File: config.mk
export PLATFORM = sky130hd
export DESIGN_NAME = machine_mode_csr_trap_unit
export DESIGN_NICKNAME = d
export VERILOG_FILES = /design/src/rtl/core/mmcsr_pkg.sv /design/src/rtl/core/machine_mode_csr_trap_unit.sv
export SDC_FILE = /design/constraint.sdc
export NUM_CORES = 2
export LEC_CHECK = 0
export BUFFER_PORTS_ARGS = -buffer_cell sky130_fd_sc_hd__buf_2
export CORE_ASPECT_RATIO = 0.7
export CORE_MARGIN = 8
export CORE_UTILIZATION = 55
export DETAILED_ROUTE_END_ITERATION = 8
export PLACE_DENSITY = 0.76
export SETUP_SLACK_MARGIN = 0.02
export SKIP_CTS_REPAIR_TIMING = 1
export SLEW_MARGIN = 40
export SYNTH_ARGS = -nofsm -noshare
export SYNTH_HDL_FRONTEND = slang
export SYNTH_SLANG_ARGS = --single-unit
File: constraint.sdc
create_clock -name clock -period 24.7 [get_ports clock]
set_clock_uncertainty 0.2 [all_clocks]
set_input_delay 3.705 -clock clock [delete_from_list [all_inputs] [get_ports clock]]
set_output_delay 3.705 -clock clock [all_outputs]
set_load 0.02 [all_outputs]
File: src/rtl/core/mmcsr_pkg.sv
// shared constants for the machine-mode csr and trap unit
`timescale 1ns / 1ps

package mmcsr_pkg;

   // request kinds
   localparam logic [2:0] REQ_CSR     = 3'd0;
   localparam logic [2:0] REQ_SYSTEM  = 3'd1;
   localparam logic [2:0] REQ_EXCEPT  = 3'd2;
   localparam logic [2:0] REQ_IRQ     = 3'd3;
   localparam logic [2:0] REQ_PENDING = 3'd4;

   // funct3 codes
   localparam logic [2:0] FUNCT_SYSTEM  = 3'd0;
   localparam logic [2:0] FUNCT_ILLEGAL = 3'd4;
   localparam logic [1:0] OP_RW         = 2'd1;
   localparam logic [1:0] OP_SET        = 2'd2;

   // system codes
   localparam logic [11:0] SYS_ECALL  = 12'h000;
   localparam logic [11:0] SYS_EBREAK = 12'h001;
   localparam logic [11:0] SYS_ERET   = 12'h100;
   localparam logic [11:0] SYS_WFI    = 12'h102;

   // csr map
   localparam logic [11:0] CSR_MSTATUS   = 12'h300;
   localparam logic [11:0] CSR_MTVEC     = 12'h301;
   localparam logic [11:0] CSR_MIE       = 12'h304;
   localparam logic [11:0] CSR_MEPC      = 12'h341;
   localparam logic [11:0] CSR_MCAUSE    = 12'h342;
   localparam logic [11:0] CSR_MBADADDR  = 12'h343;
   localparam logic [11:0] CSR_MIP       = 12'h344;
   localparam logic [11:0] CSR_MTOHOST   = 12'h780;
   localparam logic [11:0] CSR_MFROMHOST = 12'h781;
   localparam logic [11:0] CSR_MHARTID   = 12'hF10;

   // cause codes
   localparam logic [63:0] CAUSE_ILLEGAL    = 64'd2;
   localparam logic [63:0] CAUSE_BREAKPOINT = 64'd3;

   // masks and reset values
   localparam logic [63:0] STATUS_WMASK   = 64'h0000_0000_003F_FFF9;
   localparam logic [63:0] STATUS_FORCE   = 64'h0000_0000_0000_0006;
   localparam logic [63:0] CAUSE_WMASK    = 64'h8000_0000_0000_000F;
   localparam logic [63:0] IRQ_M_MASK     = 64'h8888_8888_8888_8888;
   localparam logic [63:0] UNSUPPORTED    = 64'hCCCC_CCCC_CCCC_CCCC;
   localparam logic [63:0] STATUS_RESET   = 64'h0000_0000_0000_0DD6;
   localparam logic [63:0] TVEC_RESET     = 64'hFFFF_FFFF_FFFF_FE00;
   localparam logic [11:0] ERET_STACK_SET = 12'h206;

   // address of the hart id register on the csr port
   localparam logic [1:0] REG_HART_ID = 2'd0;

endpackage

File: src/rtl/core/machine_mode_csr_trap_unit.sv
// machine-mode csr file, trap and interrupt dispatch, host command post
//
//   channel | direction | handshake                 | payload
//   req     | in        | req_valid / req_ready     | type, funct, csr addr, rs1, pc, cause, irq
//   rsp     | out       | rsp_valid / rsp_ready     | rd, redirect and target, host command
//   csr     | in        | psel, penable, pwrite     | hart id at byte address 0
//
// one transaction per cycle sustained while rsp_ready keeps the result moving; an accepted
// request passes through one input register, single-pass csr and trap logic, and the result register
// reset is synchronous and active high; all csrs take their reset values at once
// a stalled rsp holds the result and the input register; the input register drains only into a free result slot
`timescale 1ns / 1ps

module machine_mode_csr_trap_unit (
   input  logic        clock,
   input  logic        reset,
   input  logic        req_valid,
   output logic        req_ready,
   input  logic [2:0]  req_type,
   input  logic [2:0]  req_op_funct,
   input  logic [11:0] req_csr_addr,
   input  logic [4:0]  req_src_index,
   input  logic [63:0] req_src_value,
   input  logic [63:0] req_inst_pc,
   input  logic [3:0]  req_exc_cause,
   input  logic [63:0] req_irq_lines,
   output logic        rsp_valid,
   input  logic        rsp_ready,
   output logic        rsp_rd_write,
   output logic [63:0] rsp_rd_value,
   output logic        rsp_redirect,
   output logic [63:0] rsp_target_pc,
   output logic        rsp_host_cmd_valid,
   output logic [63:0] rsp_host_cmd_addr,
   input  logic        csr_psel,
   input  logic        csr_penable,
   input  logic        csr_pwrite,
   input  logic [1:0]  csr_paddr,
   input  logic [31:0] csr_pwdata,
   output logic [31:0] csr_prdata,
   output logic        csr_pready
);
   import mmcsr_pkg::*;

   // input register
   logic        s1_valid_ff, s1_valid_in;
   logic [2:0]  s1_type_ff;
   logic [2:0]  s1_funct_ff;
   logic [11:0] s1_addr_ff;
   logic [4:0]  s1_index_ff;
   logic [63:0] s1_value_ff;
   logic [63:0] s1_pc_ff;
   logic [3:0]  s1_cause_ff;
   logic [63:0] s1_lines_ff;

   // result register
   logic        rsp_valid_ff, rsp_valid_in;
   logic        rd_write_ff, rd_write_in;
   logic [63:0] rd_value_ff, rd_value_in;
   logic        redirect_ff, redirect_in;
   logic [63:0] target_ff, target_in;
   logic        host_valid_ff, host_valid_in;
   logic [63:0] host_addr_ff, host_addr_in;

   // architectural state
   logic [9:0]  hart_id_ff, hart_id_in;
   logic [63:0] status_ff, status_in;
   logic [63:0] tvec_ff, tvec_in;
   logic [63:0] epc_ff, epc_in;
   logic [63:0] badaddr_ff, badaddr_in;
   logic [63:0] cause_ff, cause_in;
   logic [63:0] enable_ff, enable_in;
   logic [63:0] tohost_ff, tohost_in;
   logic [63:0] fromhost_ff, fromhost_in;
   logic [63:0] pending_ff, pending_in;

   logic        advance;
   logic        cfg_write;
   logic [2:0]  eff_type;
   logic [63:0] csr_old;
   logic [63:0] operand;
   logic [63:0] wdata;
   logic        csr_wen;
   logic        trap_take;
   logic [63:0] trap_cause;
   logic [63:0] irq_mask;
   logic        irq_hit;
   logic [3:0]  irq_num;
   logic [11:0] trap_stack;
   logic [11:0] eret_stack;

   assign advance   = s1_valid_ff && (!rsp_valid_ff || rsp_ready);
   assign req_ready = !s1_valid_ff || advance;
   assign cfg_write = csr_psel && csr_penable && csr_pwrite && csr_pready;

   assign csr_pready = 1'b1;
   assign csr_prdata = (csr_paddr == REG_HART_ID) ? {22'd0, hart_id_ff} : 32'd0;

   assign rsp_valid          = rsp_valid_ff;
   assign rsp_rd_write       = rd_write_ff;
   assign rsp_rd_value       = rd_value_ff;
   assign rsp_redirect       = redirect_ff;
   assign rsp_target_pc      = target_ff;
   assign rsp_host_cmd_valid = host_valid_ff;
   assign rsp_host_cmd_addr  = host_addr_ff;

   assign eff_type = (s1_type_ff == REQ_CSR && s1_funct_ff == FUNCT_SYSTEM) ? REQ_SYSTEM
                                                                           : s1_type_ff;

   // csr read
   always_comb begin
      case (s1_addr_ff)
         CSR_MHARTID:   csr_old = {54'd0, hart_id_ff};
         CSR_MSTATUS:   csr_old = status_ff;
         CSR_MTVEC:     csr_old = tvec_ff;
         CSR_MEPC:      csr_old = epc_ff;
         CSR_MBADADDR:  csr_old = badaddr_ff;
         CSR_MCAUSE:    csr_old = cause_ff;
         CSR_MTOHOST:   csr_old = tohost_ff;
         CSR_MFROMHOST: csr_old = fromhost_ff;
         CSR_MIE:       csr_old = enable_ff;
         CSR_MIP:       csr_old = pending_ff;
         default:       csr_old = UNSUPPORTED;
      endcase
   end

   assign operand = s1_funct_ff[2] ? {59'd0, s1_index_ff} : s1_value_ff;

   always_comb begin
      case (s1_funct_ff[1:0])
         OP_RW:   wdata = operand;
         OP_SET:  wdata = csr_old | operand;
         default: wdata = csr_old & ~operand;
      endcase
   end

   // lowest enabled pending interrupt wins
   assign irq_mask = status_ff[0] ? (pending_ff & enable_ff & IRQ_M_MASK) : 64'd0;
   always_comb begin
      irq_hit = 1'b0;
      irq_num = 4'd0;
      for (int n = 15; n >= 0; n--) begin
         if (irq_mask[4 * n + 3]) begin
            irq_hit = 1'b1;
            irq_num = 4'(n);
         end
      end
   end

   assign trap_stack = {status_ff[8:0], 3'b110};
   assign eret_stack = {3'b000, status_ff[11:3]} | ERET_STACK_SET;

   // decode
   always_comb begin
      rd_write_in   = 1'b0;
      rd_value_in   = 64'd0;
      redirect_in   = 1'b0;
      target_in     = 64'd0;
      host_valid_in = 1'b0;
      host_addr_in  = 64'd0;
      csr_wen       = 1'b0;
      trap_take     = 1'b0;
      trap_cause    = 64'd0;
      status_in     = status_ff;
      tvec_in       = tvec_ff;
      epc_in        = epc_ff;
      badaddr_in    = badaddr_ff;
      cause_in      = cause_ff;
      enable_in     = enable_ff;
      tohost_in     = tohost_ff;
      fromhost_in   = fromhost_ff;
      pending_in    = pending_ff;

      case (eff_type)
         REQ_CSR: begin
            if (s1_funct_ff == FUNCT_ILLEGAL) begin
               trap_take  = 1'b1;
               trap_cause = CAUSE_ILLEGAL;
            end else begin
               rd_write_in = 1'b1;
               rd_value_in = csr_old;
               csr_wen     = (s1_index_ff != 5'd0);
            end
         end
         REQ_SYSTEM: begin
            case (s1_addr_ff)
               SYS_ECALL: begin
                  trap_take  = 1'b1;
                  trap_cause = {60'd0, 2'b10, status_ff[2:1]};
               end
               SYS_EBREAK: begin
                  trap_take  = 1'b1;
                  trap_cause = CAUSE_BREAKPOINT;
               end
               SYS_ERET: begin
                  status_in   = {status_ff[63:12], eret_stack};
                  redirect_in = 1'b1;
                  target_in   = epc_ff;
               end
               SYS_WFI: begin
               end
               default: begin
                  trap_take  = 1'b1;
                  trap_cause = CAUSE_ILLEGAL;
               end
            endcase
         end
         REQ_EXCEPT: begin
            trap_take  = 1'b1;
            trap_cause = {60'd0, s1_cause_ff};
         end
         REQ_IRQ: begin
            trap_take  = irq_hit;
            trap_cause = {1'b1, 59'd0, irq_num};
         end
         REQ_PENDING: begin
            pending_in = {s1_lines_ff[63:4], pending_ff[3:0]};
         end
         default: begin
         end
      endcase

      if (csr_wen) begin
         case (s1_addr_ff)
            CSR_MSTATUS:  status_in  = (wdata & STATUS_WMASK) | STATUS_FORCE;
            CSR_MTVEC:    tvec_in    = {wdata[63:9], 9'd0};
            CSR_MEPC:     epc_in     = wdata;
            CSR_MBADADDR: badaddr_in = wdata;
            CSR_MCAUSE:   cause_in   = wdata & CAUSE_WMASK;
            CSR_MIE:      enable_in  = wdata & IRQ_M_MASK;
            CSR_MIP:      pending_in = {pending_ff[63:4], wdata[3], 3'd0};
            CSR_MTOHOST: begin
               tohost_in = wdata;
               if (fromhost_ff != wdata) begin
                  host_valid_in = 1'b1;
                  host_addr_in  = {wdata[63:3], 3'd0};
                  fromhost_in   = wdata;
               end
            end
            default: begin
            end
         endcase
      end

      if (trap_take) begin
         cause_in    = trap_cause;
         epc_in      = s1_pc_ff;
         badaddr_in  = s1_pc_ff;
         status_in   = {status_ff[63:17], 1'b0, status_ff[15:12], trap_stack};
         redirect_in = 1'b1;
         target_in   = tvec_ff + {56'd0, status_ff[2:1], 6'd0};
      end
   end

   always_comb begin
      s1_valid_in = s1_valid_ff;
      if (req_valid && req_ready) begin
         s1_valid_in = 1'b1;
      end else if (advance) begin
         s1_valid_in = 1'b0;
      end
      rsp_valid_in = rsp_valid_ff;
      if (advance) begin
         rsp_valid_in = 1'b1;
      end else if (rsp_ready) begin
         rsp_valid_in = 1'b0;
      end
      hart_id_in = cfg_write && csr_paddr == REG_HART_ID ? csr_pwdata[9:0] : hart_id_ff;
   end

   always_ff @(posedge clock) begin
      if (reset) begin
         s1_valid_ff  <= 1'b0;
         rsp_valid_ff <= 1'b0;
         hart_id_ff   <= 10'd0;
         status_ff    <= STATUS_RESET;
         tvec_ff      <= TVEC_RESET;
         epc_ff       <= 64'd0;
         badaddr_ff   <= 64'd0;
         cause_ff     <= 64'd0;
         enable_ff    <= 64'd0;
         tohost_ff    <= 64'd0;
         fromhost_ff  <= 64'd0;
         pending_ff   <= 64'd0;
      end else begin
         s1_valid_ff  <= s1_valid_in;
         rsp_valid_ff <= rsp_valid_in;
         hart_id_ff   <= hart_id_in;
         if (advance) begin
            status_ff   <= status_in;
            tvec_ff     <= tvec_in;
            epc_ff      <= epc_in;
            badaddr_ff  <= badaddr_in;
            cause_ff    <= cause_in;
            enable_ff   <= enable_in;
            tohost_ff   <= tohost_in;
            fromhost_ff <= fromhost_in;
            pending_ff  <= pending_in;
         end
      end
   end

   always_ff @(posedge clock) begin
      if (req_valid && req_ready) begin
         s1_type_ff  <= req_type;
         s1_funct_ff <= req_op_funct;
         s1_addr_ff  <= req_csr_addr;
         s1_index_ff <= req_src_index;
         s1_value_ff <= req_src_value;
         s1_pc_ff    <= req_inst_pc;
         s1_cause_ff <= req_exc_cause;
         s1_lines_ff <= req_irq_lines;
      end
      if (advance) begin
         rd_write_ff   <= rd_write_in;
         rd_value_ff   <= rd_value_in;
         redirect_ff   <= redirect_in;
         target_ff     <= target_in;
         host_valid_ff <= host_valid_in;
         host_addr_ff  <= host_addr_in;
      end
   end

   // mstatus bits 1 and 2 are hardwired high
   a_status_fixed: assert property (@(posedge clock) disable iff (reset)
      status_ff[2:1] == 2'b11)
      else $error("mstatus fixed bits lost");

   a_tvec_aligned: assert property (@(posedge clock) disable iff (reset)
      tvec_ff[8:0] == 9'd0)
      else $error("mtvec not aligned");

   // a tohost write always copies into fromhost
   a_host_echo: assert property (@(posedge clock) disable iff (reset)
      tohost_ff == fromhost_ff)
      else $error("fromhost does not echo tohost");

   a_host_align: assert property (@(posedge clock) disable iff (reset)
      rsp_valid && rsp_host_cmd_valid |-> rsp_host_cmd_addr[2:0] == 3'd0)
      else $error("host command address misaligned");

   a_no_double: assert property (@(posedge clock) disable iff (reset)
      advance |=> rsp_valid)
      else $error("transaction lost between stages");

endmodule

-- Word-level counts from Yosys, hierarchy flattened
Cells that the tools add are included.
- $add $sub $neg: 1
- multiply operators: 0
- divide/modulo/power cells: 0
- order comparisons: 0
- equality and inequality tests: 22
- shift-type cells: 0
- muxes and demuxes: 74
- bitwise operators: 6
- reductions and logical operators: 35
- operators by type and width (kind ; number):
    two-way mux 64 bit ; 19
    one-hot mux 64 bit (10 select lines) ; 1
    one-hot mux 64 bit (4 select lines) ; 1
    bitwise AND 64 bit ; 2
    one-hot mux 64 bit (2 select lines) ; 1
    equality test 12 x 10 -> 1 bit, second input constant ; 7
    adder 64 x 8 -> 64 bit ; 1
    two-way mux 4 bit ; 16
    inequality test 64 bit ; 1
    inverter 64 bit ; 1
    OR 64 bit ; 1
    two-way mux 1 bit ; 28
    equality test 12 x 11 -> 1 bit, second input constant ; 2
    equality test 12 x 9 -> 1 bit, second input constant ; 2
    two-way mux 12 bit ; 2
    AND reduction 3 bit ; 7
    two-way mux 17 bit ; 1
    equality test 12 x 1 -> 1 bit, second input constant ; 1
    equality test 12 bit, second input constant ; 1
    zero test 12 bit ; 1
    one-hot mux 4 bit (3 select lines) ; 1
    nonzero test 2 bit ; 6
    two-way mux 10 bit ; 1
    zero test 3 bit ; 3
    18 further kinds ; 31
- bits in registers: 945
- latch bits: 0
- RAM bits: 0
- memory bits (read-only): 0
- input bits: 260
- output and inout port bits: 230
- word-level logic and storage cells: 167
- memories: 0

-- Depth between registers and ports, before layout
- depth in word-level cells: 21
- gate-level depth with buffers: 19
- depth with buffers taken out: 13

-- Worst setup path after synthesis
Ideal clock, no wire load.
- path type: input -> register
- start: input port rsp_ready
- end: register pending_ff[10]
- setup time: 0.132 ns
- arrival: 10.953 ns
- data required time: 24.368 ns
- slack: 13.415 ns
- stages: 9
- buffers on the path: 3
- cell sequence: nor2b_1 -> nand2b_1 -> clkbuf_1 -> inv_1 -> clkbuf_1 -> nand3_1 -> clkbuf_1 -> nand2_1 -> a21oi_1
- word-level cells in the longest chain between the ends: 3
- RTL lines (item ; RTL line ; RTL):
    start, declared ; machine_mode_csr_trap_unit.sv:28 ; input logic rsp_ready,
    logical OR 1 bit ; machine_mode_csr_trap_unit.sv:92 ; assign advance = s1_valid_ff && (!rsp_valid_ff || rsp_ready);
    logical AND 1 bit ; machine_mode_csr_trap_unit.sv:92 ;
    named net advance ; machine_mode_csr_trap_unit.sv:77 ; logic advance;
    AND reduction 2 bit (no line) ; - ;
    end signal, assigned ; machine_mode_csr_trap_unit.sv:298 ; pending_ff <= pending_in;
    end, declared ; machine_mode_csr_trap_unit.sv:75 ; logic [63:0] pending_ff, pending_in;
The timed path passes the listed nets, and every way through them passes these cells.
A chain may end at the register's enable or synchronous reset.

-- Worst setup path in the final report
- start: input port csr_paddr[1]
- end: output port csr_prdata[8]
- word-level cells in the longest chain between the ends: 2
- RTL lines (item ; RTL line ; RTL):
    start, declared ; machine_mode_csr_trap_unit.sv:38 ; input logic [1:0] csr_paddr,
    zero test 2 bit ; machine_mode_csr_trap_unit.sv:97 ; assign csr_prdata = (csr_paddr == REG_HART_ID) ? {22'd0, hart_id_ff} : 32'd0;
    two-way mux 10 bit ; machine_mode_csr_trap_unit.sv:97 ;
    end, declared ; machine_mode_csr_trap_unit.sv:40 ; output logic [31:0] csr_prdata,
No other way between the ends.

==> metrics.cfg <==
[route]
drt_pass1_iterations = 8
drt-initial-drc-count = 7221
drc_errors = 0
routed_via_density = 6.94
routed_wl_mm = 170
via_count = 37997
routedWlPerCell_um = 31.1
ant_nets = 0

[sta]
slew_violations = 0
tightestPinTransition_ns = 0.975
tns_ns = 0
rsz0062_at_grt = no
fin_crit_ns = 8.51
fin_crit_sh_pct = 34.4
setup_viol = 0
slew-limit-headroom_pct = 34.5
max_freq_ghz = 0.118
hold_violations = 0

[floorplan]
rows = 82
die_w_um = 337
fp.dieArea_um2 = 80900
core_um2 = 71400
pin_count = 490
start_util_pct = 55.4
fp.dieH_um = 240

[power_and_ir_drop]
powerDensity_nw_per_um2 = 68.5
power_frac_comb_pct = 10.7
switching_share_pct = 27.0
p_clk_share_pct = 40.4
p_switching_w = 0.000842
leakagePower_nw = 15.8
p_seq_share_pct = 48.9
power.total_w = 0.00312
intPower_w = 0.00228
irDropWorstVdd_v = 0.0000480

[worst_setup_path]
crit_fanout = 11
worstPathRequired_ns = 20.80
arrival_ns = 4.60
worst_setup_path_start_kind = input pin
reg2reg_slack_ns = 16.55
endpoint_kind = primary output
crit_type = in -> out

[cells_and_area]
design_area_um2 = 45600
stdcell_count = 5473
num-nets-final = 4696
fillCellCount = 5950
drive_gt1_share_pct = 17.8
area_delta_synth_final_pct = 15.1

[yosys]
async_flop_share_pct = 0
synth.distinct_cells = 85
syn_avg_cell_area_um2 = 9.53
yosysSeqAreaShare_pct = 52.5
synthCells = 4151
synth-seq-cells = 834
ys_warn_count = 0
synth_edf_count = 407
ys.flop_type = dfxtp_1
syn-cell-area_um2 = 39600

[worst_hold_path]
hp-class = reg -> reg

[clock_network]
ctsLongestPathBuffers = 3
root_buffer = clkbuf_16
cts_made_buffers = 82
clkLatencyLatePin_ns = 0.68
cts_tree = done
cts.sinks = 834
path_clk_slew_ns = 0.06
h-tree-depth = 3

[grt]
grt_pass1_vias = 34897
gr-total-overflow = 0
grt_pass1_wl_mm = 240
grt_max_degree = 111
grt.total_usage_pct = 40.1
antenna_found_initial = 6

[placed_design]
dp_hpwl_mm = 118
gp_congestion = 1.08
dp.cells = 5309
place_area_um2 = 42700
portBuffers = 437

[outcome]
outcome = finished, final reports clean

[run]
max-cap-violations = 0

[worst max-delay path, cell delays in order]
cell,delay (ns)
buf_2,0.10
nor2_1,0.43
and2_1,0.21
buf_2,0.16
[area by class of cell]
class	count	area [µm²]	share of cell area (%)
sequential	834	20800	45.6
antenna	5	12.5	0.0275
tap	966	1210	2.65
clock buffer	102	2230	4.89
inverter	20	82.6	0.181
clock inverter	51	423	0.928
multi-input combinational	2931	17600	38.6
timing repair buffer	564	3220	7.07
[layout by cell type (no fill, tap or decap), types with 26 or more instances in the layout]
cell	instances
o21ai_0	158
nand4_1	97
nand2_1	483
a211o_1	68
nor2_1	463
xnor2_1	26
buf_4	106
nand3_1	89
nor2b_1	101
nand3b_1	38
clkbuf_16	84
nor3_1	108
and2_1	42
mux2i_1	62
a22o_1	73
a211oi_1	146
o21a_1	50
o22ai_1	31
buf_2	441
a21oi_1	244
dfxtp_1	427
conb_1	26
edfxtp_1	407
a221oi_1	27
a22oi_1	156
nand2b_1	29
[metrics by stage]
step | util (%) | worst slack (ns) | hold slack [ns]
after global routing | 63.8 | 16.04 | 0.273
after detailed placement | 59.8 | 16.16 | 0.246
after global placement | 59.6 | 16.22 | 0.238
final | 63.8 | 16.19 | 0.255
after CTS | 63.6 | 16.16 | 0.255
after floorplan | - | 13.41 | 0.231
[synthesized netlist by cell type, types with 22 or more instances]
cell type / count / share of area, %
nor2b_1: 102 / 1.6
nand3_1: 90 / 1.1
nand2b_1: 30 / 0.47
edfxtp_1: 407 / 31
a211oi_1: 149 / 2.8
buf_1: 47 / 0.45
nand3b_1: 38 / 0.72
and2_1: 43 / 0.68
clkbuf_1: 292 / 2.8
xnor2_1: 26 / 0.58
o22ai_1: 31 / 0.49
a21oi_1: 250 / 3.2
a22oi_1: 156 / 3.0
o21a_1: 51 / 0.97
a211o_1: 68 / 1.5
nor3_1: 113 / 1.4
nand2_1: 488 / 4.6
a22o_1: 73 / 1.6
a221oi_1: 27 / 0.60
mux2i_1: 62 / 1.6
nor2_1: 466 / 4.4
mux2_2: 22 / 0.63
nor4_1: 25 / 0.40
nand4_1: 97 / 1.5
dfxtp_1: 427 / 22
buf_4: 26 / 0.49
o2bb2ai_1: 25 / 0.55
o21ai_0: 163 / 2.1
[per-layer routing]
| metal | GRT usage [%] | vias up | wire, µm |
|---|---|---|---|
| li1 | - | 15977 | - |
| met1 | 52.1 | 17971 | 62000 |
| met2 | 56.0 | 3305 | 68300 |
| met3 | 14.8 | 740 | 26300 |
| met4 | 25.4 | 4 | 13700 |
| met5 | 0 | - | 27 |
[final timing paths]
kind                               start                      endpoint  cells after the start
min reg2reg  badaddr_ff[60]$_SDFFE_PP0P_   badaddr_ff[60]$_SDFFE_PP0P_                      2
max                         csr_paddr[1]                 csr_prdata[8]                      4
min          badaddr_ff[60]$_SDFFE_PP0P_   badaddr_ff[60]$_SDFFE_PP0P_                      2
max reg2reg      s1_addr_ff[7]$_DFFE_PP_  fromhost_ff[56]$_SDFFE_PP0P_                     13
[kinds of logic after synthesis]
kind of cell	after synthesis	synth area share (%)
simple gates	1600	19.2
compound gates	1189	21.0
flops	834	52.5
buf+inv	410	4.33
mux	84	2.19
xor+xnor	29	0.642
fa+ha+maj	3	0.0949
other cells	2	0.0190
[power groups by stage]
stage | sequential (W) | combinational [W] | clock, W
after global routing | 0.00153 | 0.000340 | 0.00132
after global placement | 0.00155 | 0.000309 | 0
after CTS | 0.00152 | 0.000314 | 0.00126
final | 0.00153 | 0.000333 | 0.00126
after detailed placement | 0.00155 | 0.000313 | 0
after floorplan | 0.00157 | 0.000157 | 0
[state kept, by name (all words and copies together), names as in the netlist, 10 cells and up]
register and count:
rsp_rd_value 64, s1_pc_ff 64, tvec_ff 55, status_ff 22, fromhost_ff 64, s1_addr_ff 12, enable_ff 16, tohost_ff 64
s1_value_ff 64, rsp_target_pc 64, hart_id_ff 10, s1_lines_ff 60, rsp_host_cmd_addr 61, badaddr_ff 64, epc_ff 64, pending_ff 61
Power figures use the tool's default switching activity.
